===== config.mk =====
export PLATFORM = sky130hd
export DESIGN_NAME = counting_semaphore_table_top
export DESIGN_NICKNAME = d
export VERILOG_FILES = /design/src/sv/scst_pkg.sv /design/src/sv/scst_ram.sv /design/src/sv/scst_ctrl.sv /design/src/sv/scst_dpath.sv /design/src/sv/counting_semaphore_table_top.sv
export SDC_FILE = /design/constraint.sdc
export NUM_CORES = 2
export LEC_CHECK = 0
export BUFFER_PORTS_ARGS = -buffer_cell sky130_fd_sc_hd__buf_2
export CAP_MARGIN = 40
export CORE_MARGIN = 2
export CORE_UTILIZATION = 29
export DETAILED_ROUTE_END_ITERATION = 6
export PLACE_DENSITY_LB_ADDON = 0.12
export SLEW_MARGIN = 10
export SYNTH_ARGS = -nofsm -noshare
export SYNTH_HDL_FRONTEND = slang
export SYNTH_SLANG_ARGS = --single-unit

===== constraint.sdc =====
create_clock -name clk -period 13.2 [get_ports clk]
set_input_delay 1.32 -clock clk [delete_from_list [all_inputs] [get_ports clk]]
set_output_delay 1.32 -clock clk [all_outputs]
set_load 0.005 [all_outputs]

===== src/sv/scst_pkg.sv =====
`default_nettype none

package scst_pkg;

  localparam int NUM_SEMS  = 16;
  localparam int NUM_PROCS = 16;

  localparam int REQ_W  = 2;
  localparam int PROC_W = 8;
  localparam int SEM_IW = 4;
  localparam int INIT_W = 15;
  localparam int CNT_W  = 16;

  localparam int SEM_AW  = (NUM_SEMS > 1) ? $clog2(NUM_SEMS) : 1;
  localparam int SLOT_IW = (NUM_PROCS > 1) ? $clog2(NUM_PROCS) : 1;
  localparam int ROW_W   = NUM_PROCS * PROC_W;

  localparam logic signed [CNT_W-1:0] CNT_MAX = 16'sh7fff;
  localparam logic signed [CNT_W-1:0] CNT_MIN = 16'sh8000;

  typedef enum logic [REQ_W-1:0] {
    REQ_ALLOC  = 2'd0,
    REQ_WAIT   = 2'd1,
    REQ_SIGNAL = 2'd2
  } req_t;

  typedef enum logic {
    ST_IDLE = 1'b0,
    ST_EXEC = 1'b1
  } state_t;

  typedef struct packed {
    logic capture;
    logic execute;
  } scst_cmd_t;

  function automatic logic [SEM_AW-1:0] first_sem(input logic [NUM_SEMS-1:0] vec);
    logic [SEM_AW-1:0] idx;
    idx = '0;
    for (int i = NUM_SEMS - 1; i >= 0; i--) begin
      if (vec[i]) idx = SEM_AW'(i);
    end
    return idx;
  endfunction

  function automatic logic [SLOT_IW-1:0] first_slot(input logic [NUM_PROCS-1:0] vec);
    logic [SLOT_IW-1:0] idx;
    idx = '0;
    for (int i = NUM_PROCS - 1; i >= 0; i--) begin
      if (vec[i]) idx = SLOT_IW'(i);
    end
    return idx;
  endfunction

endpackage

`default_nettype wire


===== src/sv/scst_ram.sv =====
`default_nettype none

module scst_ram #(
  parameter  int WIDTH  = 8,
  parameter  int DEPTH  = 16,
  localparam int ADDR_W = (DEPTH > 1) ? $clog2(DEPTH) : 1
) (
  input  wire logic                 clk,
  input  wire logic                 we,
  input  wire logic [ADDR_W-1:0]    waddr,
  input  wire logic [WIDTH-1:0]     wdata,
  input  wire logic                 re,
  input  wire logic [ADDR_W-1:0]    raddr,
  output logic      [WIDTH-1:0]     rdata_r
);

  logic [WIDTH-1:0] mem_r [DEPTH];

  always_ff @(posedge clk) begin
    if (we) mem_r[waddr] <= wdata;
    if (re) rdata_r <= mem_r[raddr];
  end

endmodule

`default_nettype wire


===== src/sv/scst_ctrl.sv =====
`default_nettype none

module scst_ctrl
  import scst_pkg::*;
(
  input  wire logic clk,
  input  wire logic rst_n,
  input  wire logic start,
  output logic      busy,
  output scst_cmd_t cmd,
  output logic      out_valid_r
);

  state_t state_r, state_nxt;

  always_ff @(posedge clk) begin
    if (!rst_n) begin
      state_r     <= ST_IDLE;
      out_valid_r <= 1'b0;
    end else begin
      state_r     <= state_nxt;
      out_valid_r <= (state_r == ST_EXEC);
    end
  end

  always_comb begin
    state_nxt   = state_r;
    cmd.capture = 1'b0;
    cmd.execute = 1'b0;
    busy        = 1'b0;
    unique case (state_r)
      ST_IDLE: begin
        if (start) begin
          cmd.capture = 1'b1;
          state_nxt   = ST_EXEC;
        end
      end
      ST_EXEC: begin
        busy        = 1'b1;
        cmd.execute = 1'b1;
        state_nxt   = ST_IDLE;
      end
      default: state_nxt = ST_IDLE;
    endcase
  end

endmodule

`default_nettype wire


===== src/sv/scst_dpath.sv =====
`default_nettype none

module scst_dpath
  import scst_pkg::*;
(
  input  wire logic              clk,
  input  wire logic              rst_n,
  input  wire scst_cmd_t         cmd,
  input  wire logic [REQ_W-1:0]  in_req_type,
  input  wire logic [PROC_W-1:0] in_proc_id,
  input  wire logic [SEM_IW-1:0] in_sem_id,
  input  wire logic [INIT_W-1:0] in_init_value,
  output logic                   out_status_r,
  output logic [SEM_IW-1:0]      out_alloc_sem_r,
  output logic                   out_block_caller_r,
  output logic                   out_wake_valid_r,
  output logic [PROC_W-1:0]      out_wake_proc_r
);

  // latched request
  logic [REQ_W-1:0]  req_r;
  logic [PROC_W-1:0] proc_r;
  logic [SEM_IW-1:0] sem_r;
  logic [INIT_W-1:0] init_r;

  // table state
  logic [NUM_SEMS-1:0]           in_use_r;
  logic signed [CNT_W-1:0]       cnt_r      [NUM_SEMS];
  logic [NUM_PROCS-1:0]          slot_full_r[NUM_SEMS];
  logic [NUM_SEMS-1:0]           woken_v_r;
  logic [SLOT_IW-1:0]            woken_idx_r[NUM_SEMS];

  logic [ROW_W-1:0]              row_rdata;
  logic [ROW_W-1:0]              row_wdata;
  logic                          row_we;

  logic [SEM_AW-1:0]             sem_a;
  logic                          sem_ok;
  logic [NUM_PROCS-1:0]          row_full;
  logic signed [CNT_W-1:0]       cnt;
  logic signed [CNT_W-1:0]       cnt_dec;
  logic signed [CNT_W-1:0]       cnt_inc;
  logic                          free_any;
  logic [SEM_AW-1:0]             free_idx;
  logic                          empty_any;
  logic [SLOT_IW-1:0]            empty_idx;
  logic [SLOT_IW:0]              scan_start;
  logic [SLOT_IW:0]              woken_nxt;
  logic [NUM_PROCS-1:0]          hi_mask;
  logic [NUM_PROCS-1:0]          hi_hits;
  logic                          hit_any;
  logic [SLOT_IW-1:0]            hit_idx;

  logic                          do_alloc;
  logic                          do_wait;
  logic                          do_signal;
  logic                          wait_store;
  logic                          res_status;
  logic [SEM_IW-1:0]             res_alloc_sem;
  logic                          res_block;
  logic                          res_wake_valid;
  logic [PROC_W-1:0]             res_wake_proc;

  scst_ram #(
    .WIDTH (ROW_W),
    .DEPTH (NUM_SEMS)
  ) u_slot_ram (
    .clk     (clk),
    .we      (row_we),
    .waddr   (sem_a),
    .wdata   (row_wdata),
    .re      (cmd.capture),
    .raddr   (SEM_AW'(in_sem_id)),
    .rdata_r (row_rdata)
  );

  always_comb begin
    sem_a     = SEM_AW'(sem_r);
    sem_ok    = (32'(sem_r) < NUM_SEMS);
    row_full  = slot_full_r[sem_a];
    cnt       = cnt_r[sem_a];
    cnt_dec   = (cnt == CNT_MIN) ? cnt : cnt - 16'sd1;
    cnt_inc   = (cnt == CNT_MAX) ? cnt : cnt + 16'sd1;

    free_any  = |(~in_use_r);
    free_idx  = first_sem(~in_use_r);
    empty_any = |(~row_full);
    empty_idx = first_slot(~row_full);

    // circular scan: slots at or above the start first, then wrap to zero
    woken_nxt  = {1'b0, woken_idx_r[sem_a]} + 1'b1;
    scan_start = (woken_v_r[sem_a] && (32'(woken_nxt) < NUM_PROCS)) ? woken_nxt : '0;
    for (int i = 0; i < NUM_PROCS; i++) begin
      hi_mask[i] = ((SLOT_IW + 1)'(i) >= scan_start);
    end
    hi_hits = row_full & hi_mask;
    hit_any = |row_full;
    hit_idx = (|hi_hits) ? first_slot(hi_hits) : first_slot(row_full);

    do_alloc  = 1'b0;
    do_wait   = 1'b0;
    do_signal = 1'b0;
    unique case (req_r)
      REQ_ALLOC:  do_alloc  = 1'b1;
      REQ_WAIT:   do_wait   = sem_ok;
      REQ_SIGNAL: do_signal = sem_ok;
      default: ;
    endcase

    wait_store = do_wait && cnt_dec[CNT_W-1] && empty_any;

    row_wdata = row_rdata;
    row_wdata[empty_idx*PROC_W +: PROC_W] = proc_r;
    row_we    = cmd.execute && wait_store;

    res_status     = do_alloc && !free_any;
    res_alloc_sem  = (do_alloc && free_any) ? SEM_IW'(free_idx) : '0;
    res_block      = do_wait && cnt_dec[CNT_W-1];
    res_wake_valid = do_signal && hit_any;
    res_wake_proc  = res_wake_valid ? row_rdata[hit_idx*PROC_W +: PROC_W] : '0;
  end

  always_ff @(posedge clk) begin
    if (cmd.capture) begin
      req_r  <= in_req_type;
      proc_r <= in_proc_id;
      sem_r  <= in_sem_id;
      init_r <= in_init_value;
    end
    if (cmd.execute) begin
      out_status_r       <= res_status;
      out_alloc_sem_r    <= res_alloc_sem;
      out_block_caller_r <= res_block;
      out_wake_valid_r   <= res_wake_valid;
      out_wake_proc_r    <= res_wake_proc;
      if (do_alloc && free_any) cnt_r[free_idx] <= signed'({1'b0, init_r});
      if (do_wait)              cnt_r[sem_a]    <= cnt_dec;
      if (do_signal)            cnt_r[sem_a]    <= cnt_inc;
      if (res_wake_valid)       woken_idx_r[sem_a] <= hit_idx;
    end
  end

  always_ff @(posedge clk) begin
    if (!rst_n) begin
      in_use_r  <= '0;
      woken_v_r <= '0;
      for (int s = 0; s < NUM_SEMS; s++) begin
        slot_full_r[s] <= '0;
      end
    end else if (cmd.execute) begin
      if (do_alloc && free_any) in_use_r[free_idx] <= 1'b1;
      if (wait_store)           slot_full_r[sem_a][empty_idx] <= 1'b1;
      if (res_wake_valid) begin
        slot_full_r[sem_a][hit_idx] <= 1'b0;
        woken_v_r[sem_a]            <= 1'b1;
      end
    end
  end

endmodule

`default_nettype wire


===== src/sv/counting_semaphore_table_top.sv =====
`default_nettype none

// Counting semaphore table with per-semaphore wait slots.
// Input channel: drive in_req_type, in_proc_id, in_sem_id and in_init_value
// with start high; the beat is taken at a rising edge where busy is low.
// Request codes: allocate, wait, signal; the unused code returns all zeros.
// Result channel: out_valid strobes high for exactly one cycle carrying
// out_status, out_alloc_sem, out_block_caller, out_wake_valid, out_wake_proc.
// The receiver cannot stall; each result must be taken in its strobe cycle.
// The result registers and the out_valid strobe are loaded at the end of the
// execute state, and the result is taken at the end of its strobe cycle.
// A request is captured in the idle state, which reads the semaphore's
// wait-slot row from the slot RAM; the execute state updates count, slot
// bits and the row, and registers the result. busy is high in the execute
// state only, so a new request is taken while the result is shown.
// Reset (rst_n low, synchronous): no semaphore allocated, all wait slots
// empty, wake scans start at slot zero; no clearing pass is needed.
// Counts of never-allocated semaphores are undefined until allocated.
module counting_semaphore_table_top
  import scst_pkg::*;
(
  input  wire logic              clk,
  input  wire logic              rst_n,
  input  wire logic              start,
  output logic                   busy,
  input  wire logic [REQ_W-1:0]  in_req_type,
  input  wire logic [PROC_W-1:0] in_proc_id,
  input  wire logic [SEM_IW-1:0] in_sem_id,
  input  wire logic [INIT_W-1:0] in_init_value,
  output logic                   out_valid,
  output logic                   out_status,
  output logic [SEM_IW-1:0]      out_alloc_sem,
  output logic                   out_block_caller,
  output logic                   out_wake_valid,
  output logic [PROC_W-1:0]      out_wake_proc
);

  scst_cmd_t cmd;

  scst_ctrl u_ctrl (
    .clk         (clk),
    .rst_n       (rst_n),
    .start       (start),
    .busy        (busy),
    .cmd         (cmd),
    .out_valid_r (out_valid)
  );

  scst_dpath u_dpath (
    .clk                (clk),
    .rst_n              (rst_n),
    .cmd                (cmd),
    .in_req_type        (in_req_type),
    .in_proc_id         (in_proc_id),
    .in_sem_id          (in_sem_id),
    .in_init_value      (in_init_value),
    .out_status_r       (out_status),
    .out_alloc_sem_r    (out_alloc_sem),
    .out_block_caller_r (out_block_caller),
    .out_wake_valid_r   (out_wake_valid),
    .out_wake_proc_r    (out_wake_proc)
  );

`ifndef ASSERT_OFF
  a_accept_then_busy: assert property (@(posedge clk) disable iff (!rst_n)
    (start && !busy) |=> busy)
    else $error("accepted beat did not enter execute");

  a_busy_one_cycle: assert property (@(posedge clk) disable iff (!rst_n)
    busy |=> (!busy && out_valid))
    else $error("execute did not end with a result strobe");

  a_strobe_follows_busy: assert property (@(posedge clk) disable iff (!rst_n)
    out_valid |-> $past(busy))
    else $error("result strobe without an executed request");

  a_result_exclusive: assert property (@(posedge clk) disable iff (!rst_n)
    (out_valid && out_status) |-> (!out_block_caller && !out_wake_valid))
    else $error("allocate failure combined with wait or signal result");
`endif

endmodule

`default_nettype wire


==> metrics.md <==
| Metric | Value |
|---|---|
| CTS clk-pin slew, worst paths | 0.06 ns |
| CTS Root Cell | clkbuf_16 |
| Share of layout cells above drive strength 1 | 29.6% |
| Area contributors post-synth | edfxtp_1 74%, mux4_2 16%, nor2_1 1.5% |
| First-pass GRT wire length | just under 500,000 um |
| Vias | roughly 58,000 |
| Final net count | 5,977 |
| Die Y | 630 um |
| Initial antenna violation count | 26 |
| Setup Buffers After CTS | 0 |
| Clock tree from TritonCTS | built |
| Overflow after GRT | 0 |
| Multi-input logic area | 27,500 um^2 |
| Clock tree buffer depth | 4 |
| P&R area growth vs syn | 17.2% |
| Slew HR | 33.5% |
| Max Clock Skew | ~0.06 ns |
| Async S/R FF share, synth | 0% |
| Final Max Tran Viols | 0 |
| Seq cells post-synth | 2,834 |
| Overall die area | 397,000 um^2 |
| Detailed placement HPWL | 198,000 um |
| Largest net degree at the start of global routing | between 100 and 150 |
| Ports | 49 |
| Yosys warns | 0 |
| Synth Area in Adders | 0.0991% |
| PortBufs | 48 |
| Cell Pwr Density | around 160 nW/um^2 |
| WP data required | 13.84 ns |
| # fillers | 36,700 |
| Status | completed |
| # setup viols final | 0 |
| Startpoint types | register |
| Crit path max fanout | 56 |
| Number of global-route vias before repair | roughly 60,000 |
| Combinational share of power | 8.3% |
| Clock Latency Late Sink | between 0.9 and 1 ns |
| Clock Power Share | 42.8% |
| H-Tree Depth | 5 |
| Largest family of logic cells by synthesized area | multiplexers |
| Routed WL | 344,000 um |
| Post-synthesis compound-gate area fraction | ~2.7% |
| Synth top area share | 73.9% |
| Reg area | 84,700 um^2 |
| Core area | roughly 390,000 um^2 |
| Synth cell count leaders | 2,796 x edfxtp_1, 806 x mux4_2, 455 x nor2_1, 200 x clkbuf_1, 197 x o21ai_0 |
| Cells after synthesis | 5,618 |
| Hold Path Class | reg2reg |
| Synth Cell Area | 114,000 um^2 |
| Total GRT Usage | between 15 and 20% |
| Routed WL per cell | around 30 um |
| Clock sinks | 2,834 |
| Die width | roughly 630 um |
| Hold Violations, Final | 0 |
| Slew at the pin closest to its max-slew limit | 0.997 ns |
| P_leak | 41.2 nW |
| Max Cap Viol | 0 |
| Starting DRT DRC Count | 5,594 |
| P_sw | between 5 and 6 mW |
| Distinct cells, synth | 97 |
| Switching share of power | 24.1% |
| Final period util | a little under three fifths |
| Setup TNS | 0 ns |
| Starting Density | 29.2% |
| Max VDD drop | 0.103 mV |
| Register share of total power | 48.9% |
| DP Cell Count | around 11,000 |
| Post-synth EDFFs | 2,796 |
| Sequential element share of the synthesized area | 74.5% |
| Site Rows | about 230 |
| Post-route ant nets | 0 |
| Max frequency | 132 MHz |
| Arr. time, crit path | 8.21 ns |
| RePlAce Congestion | 0.776 |
| Num CTS Buffers | 332 |
| Post-CTS Hold Fix Bufs | 0 |
| Final critical-path required period | 7.58 ns |
| Avg Inst Size Synth | 20.2 um^2 |
| Post-Synth XOR/XNOR Area | less than 1% |
| Internal power | 15.9 mW |
| Simple-gate share of the synthesized area | 3.93% |
| Ys flop type | edfxtp_1 |
| Dominant cell type by area after synthesis | edfxtp_1 |
| Via-per-instance ratio | a little over 5 |
| 1st-pass router iterations | 6 |
| DRC Markers | 0 |
| Crit path kind | reg2reg |
| Most frequent cell after synthesis | edfxtp_1 |
| Layout Cells excl Fill | 11,400 |
| Syn_nets | approximately 5,700 |
| CP endpoint kind | register |
| Post-cts resize count | 0 |
| RSZ-0062 raised after global routing | no |
| Mux share of post-synthesis cell area | 17.1% |
-- metrics by stage --
stage / util (%) / instance area (um^2) / setup slack [ns] / hold slack, ns / power (mW)
after floorplan: - / 114000 / 3.84 / 0.435 / 11.4
after global placement: 31.0 / 121000 / 5.10 / 0.443 / 12.1
after detailed placement: 31.4 / 123000 / 5.61 / 0.452 / 12.2
after CTS: 34.2 / 133000 / 5.57 / 0.465 / 21.2
after global routing: 34.2 / 133000 / 4.96 / 0.478 / 21.6
final: 34.2 / 133000 / 5.62 / 0.461 / 20.9
-- worst paths after layout --
kind	from	end	slack (ns)	cells after the start
worst max-delay path	register	u_dpath.slot_full_r[13][0]	5.62	20
worst min-delay path	u_dpath.woken_v_r[13]	u_dpath.woken_v_r[13]	0.46	1
worst max register to register	register	u_dpath.slot_full_r[13][0]	5.62	20
worst min register to register	u_dpath.woken_v_r[13]	u_dpath.woken_v_r[13]	0.46	1
-- state kept, by name (all words and copies together), names as in the netlist, named ones only --
register / count
u_dpath.u_slot_ram.mem_r: 2048
u_dpath.cnt_r: 256
u_dpath.slot_full_r: 256
u_dpath.u_slot_ram.rdata_r: 128
u_dpath.woken_idx_r: 64
u_dpath.in_use_r: 16
u_dpath.woken_v_r: 16
u_dpath.init_r: 15
u_dpath.out_wake_proc_r: 8
u_dpath.proc_r: 8
u_dpath.out_alloc_sem_r: 4
u_dpath.sem_a: 4
u_dpath.req_r: 2
u_ctrl.out_valid_r: 1
u_ctrl.state_r: 1
u_dpath.out_block_caller_r: 1
u_dpath.out_status_r: 1
u_dpath.out_wake_valid_r: 1
-- layout make-up --
type | instances | share of cell area [%]
diodes | 2 | 0.00376
clock buffers | 421 | 6.59
clock inverters | 185 | 1.33
inverters | 39 | 0.119
multi-input cells | 2392 | 20.7
flip-flops and latches | 2834 | 63.6
well taps | 5197 | 4.88
repair buffers | 337 | 2.79
-- critical path, cell delays in order, from the launching register on --
cell and delay [ns]:
dfxtp_4 0.84, buf_4 0.73, mux4_2 0.60, mux2i_1 0.13, mux2_2 0.35, inv_2 0.13
ha_1 0.23, nand2_1 0.10, a21oi_1 0.05, and3_1 0.19, nand3b_1 0.33, nor2_1 0.62
a31oi_2 0.16, o31ai_4 0.31, a32oi_1 0.20, o211ai_4 0.14, buf_4 0.50, nand2_8 0.16
inv_4 0.57, o31a_1 0.64, o21ai_0 0.20
-- power by group through the flow --
stage / clock network (mW) / registers, mW / logic, mW
floorplan: 0 / 10.3 / 1.04
global placement: 0 / 10.4 / 1.70
detailed placement: 0 / 10.4 / 1.74
CTS: 9.21 / 10.2 / 1.75
global route: 9.54 / 10.2 / 1.85
finish: 8.94 / 10.2 / 1.74
-- kinds of logic (layout without fill, tap and decap cells) --
kind of cell    after synthesis  in the layout
flops                      2834           2834
simple gates                961            961
mux                         925            925
compound gates              481            481
buf+inv                     392            982
xor+xnor                     16             16
fa+ha+maj                     9              9
other cells                   0              2
-- placed cells by master (no fill, tap or decap), types with 10 or more instances in the layout --
| master | instances |
|---|---|
| o21ai_1 | 102 |
| and3_1 | 13 |
| buf_4 | 210 |
| mux2_2 | 80 |
| bufinv_16 | 22 |
| buf_2 | 43 |
| nor3_1 | 16 |
| and2_1 | 41 |
| mux2_1 | 14 |
| xnor2_1 | 10 |
| nand2_1 | 187 |
| nand2_2 | 18 |
| edfxtp_1 | 2796 |
| buf_8 | 12 |
| clkinv_2 | 59 |
| mux4_2 | 806 |
| nor2b_1 | 14 |
| nor2_2 | 38 |
| o21a_1 | 33 |
| nand3_1 | 67 |
| o21ai_0 | 182 |
| clkinv_8 | 10 |
| dfxtp_1 | 34 |
| nand4_1 | 50 |
| nor2_4 | 34 |
| inv_1 | 29 |
| buf_16 | 44 |
| a21oi_1 | 37 |
| o211ai_1 | 35 |
| buf_12 | 25 |
| clkbuf_16 | 336 |
| clkbuf_1 | 80 |
| clkinv_1 | 71 |
| nor3b_2 | 10 |
| nand2b_1 | 12 |
| nor2_1 | 421 |
| mux2i_1 | 25 |
-- per-layer routing --
| layer | vias to the layer above | part of all wire, % | track usage (%) |
|---|---|---|---|
| met1 | 31900 | 45 | 24.1 |
| met2 | 1786 | 48 | 27.9 |
| met3 | 423 | 5.5 | 2.72 |
| li1 | 23800 | - | - |
| met5 | - | 0.0078 | 0 |
| met4 | 4 | 2.1 | 3.67 |
No activity file was read; power rests on OpenSTA's default activity.
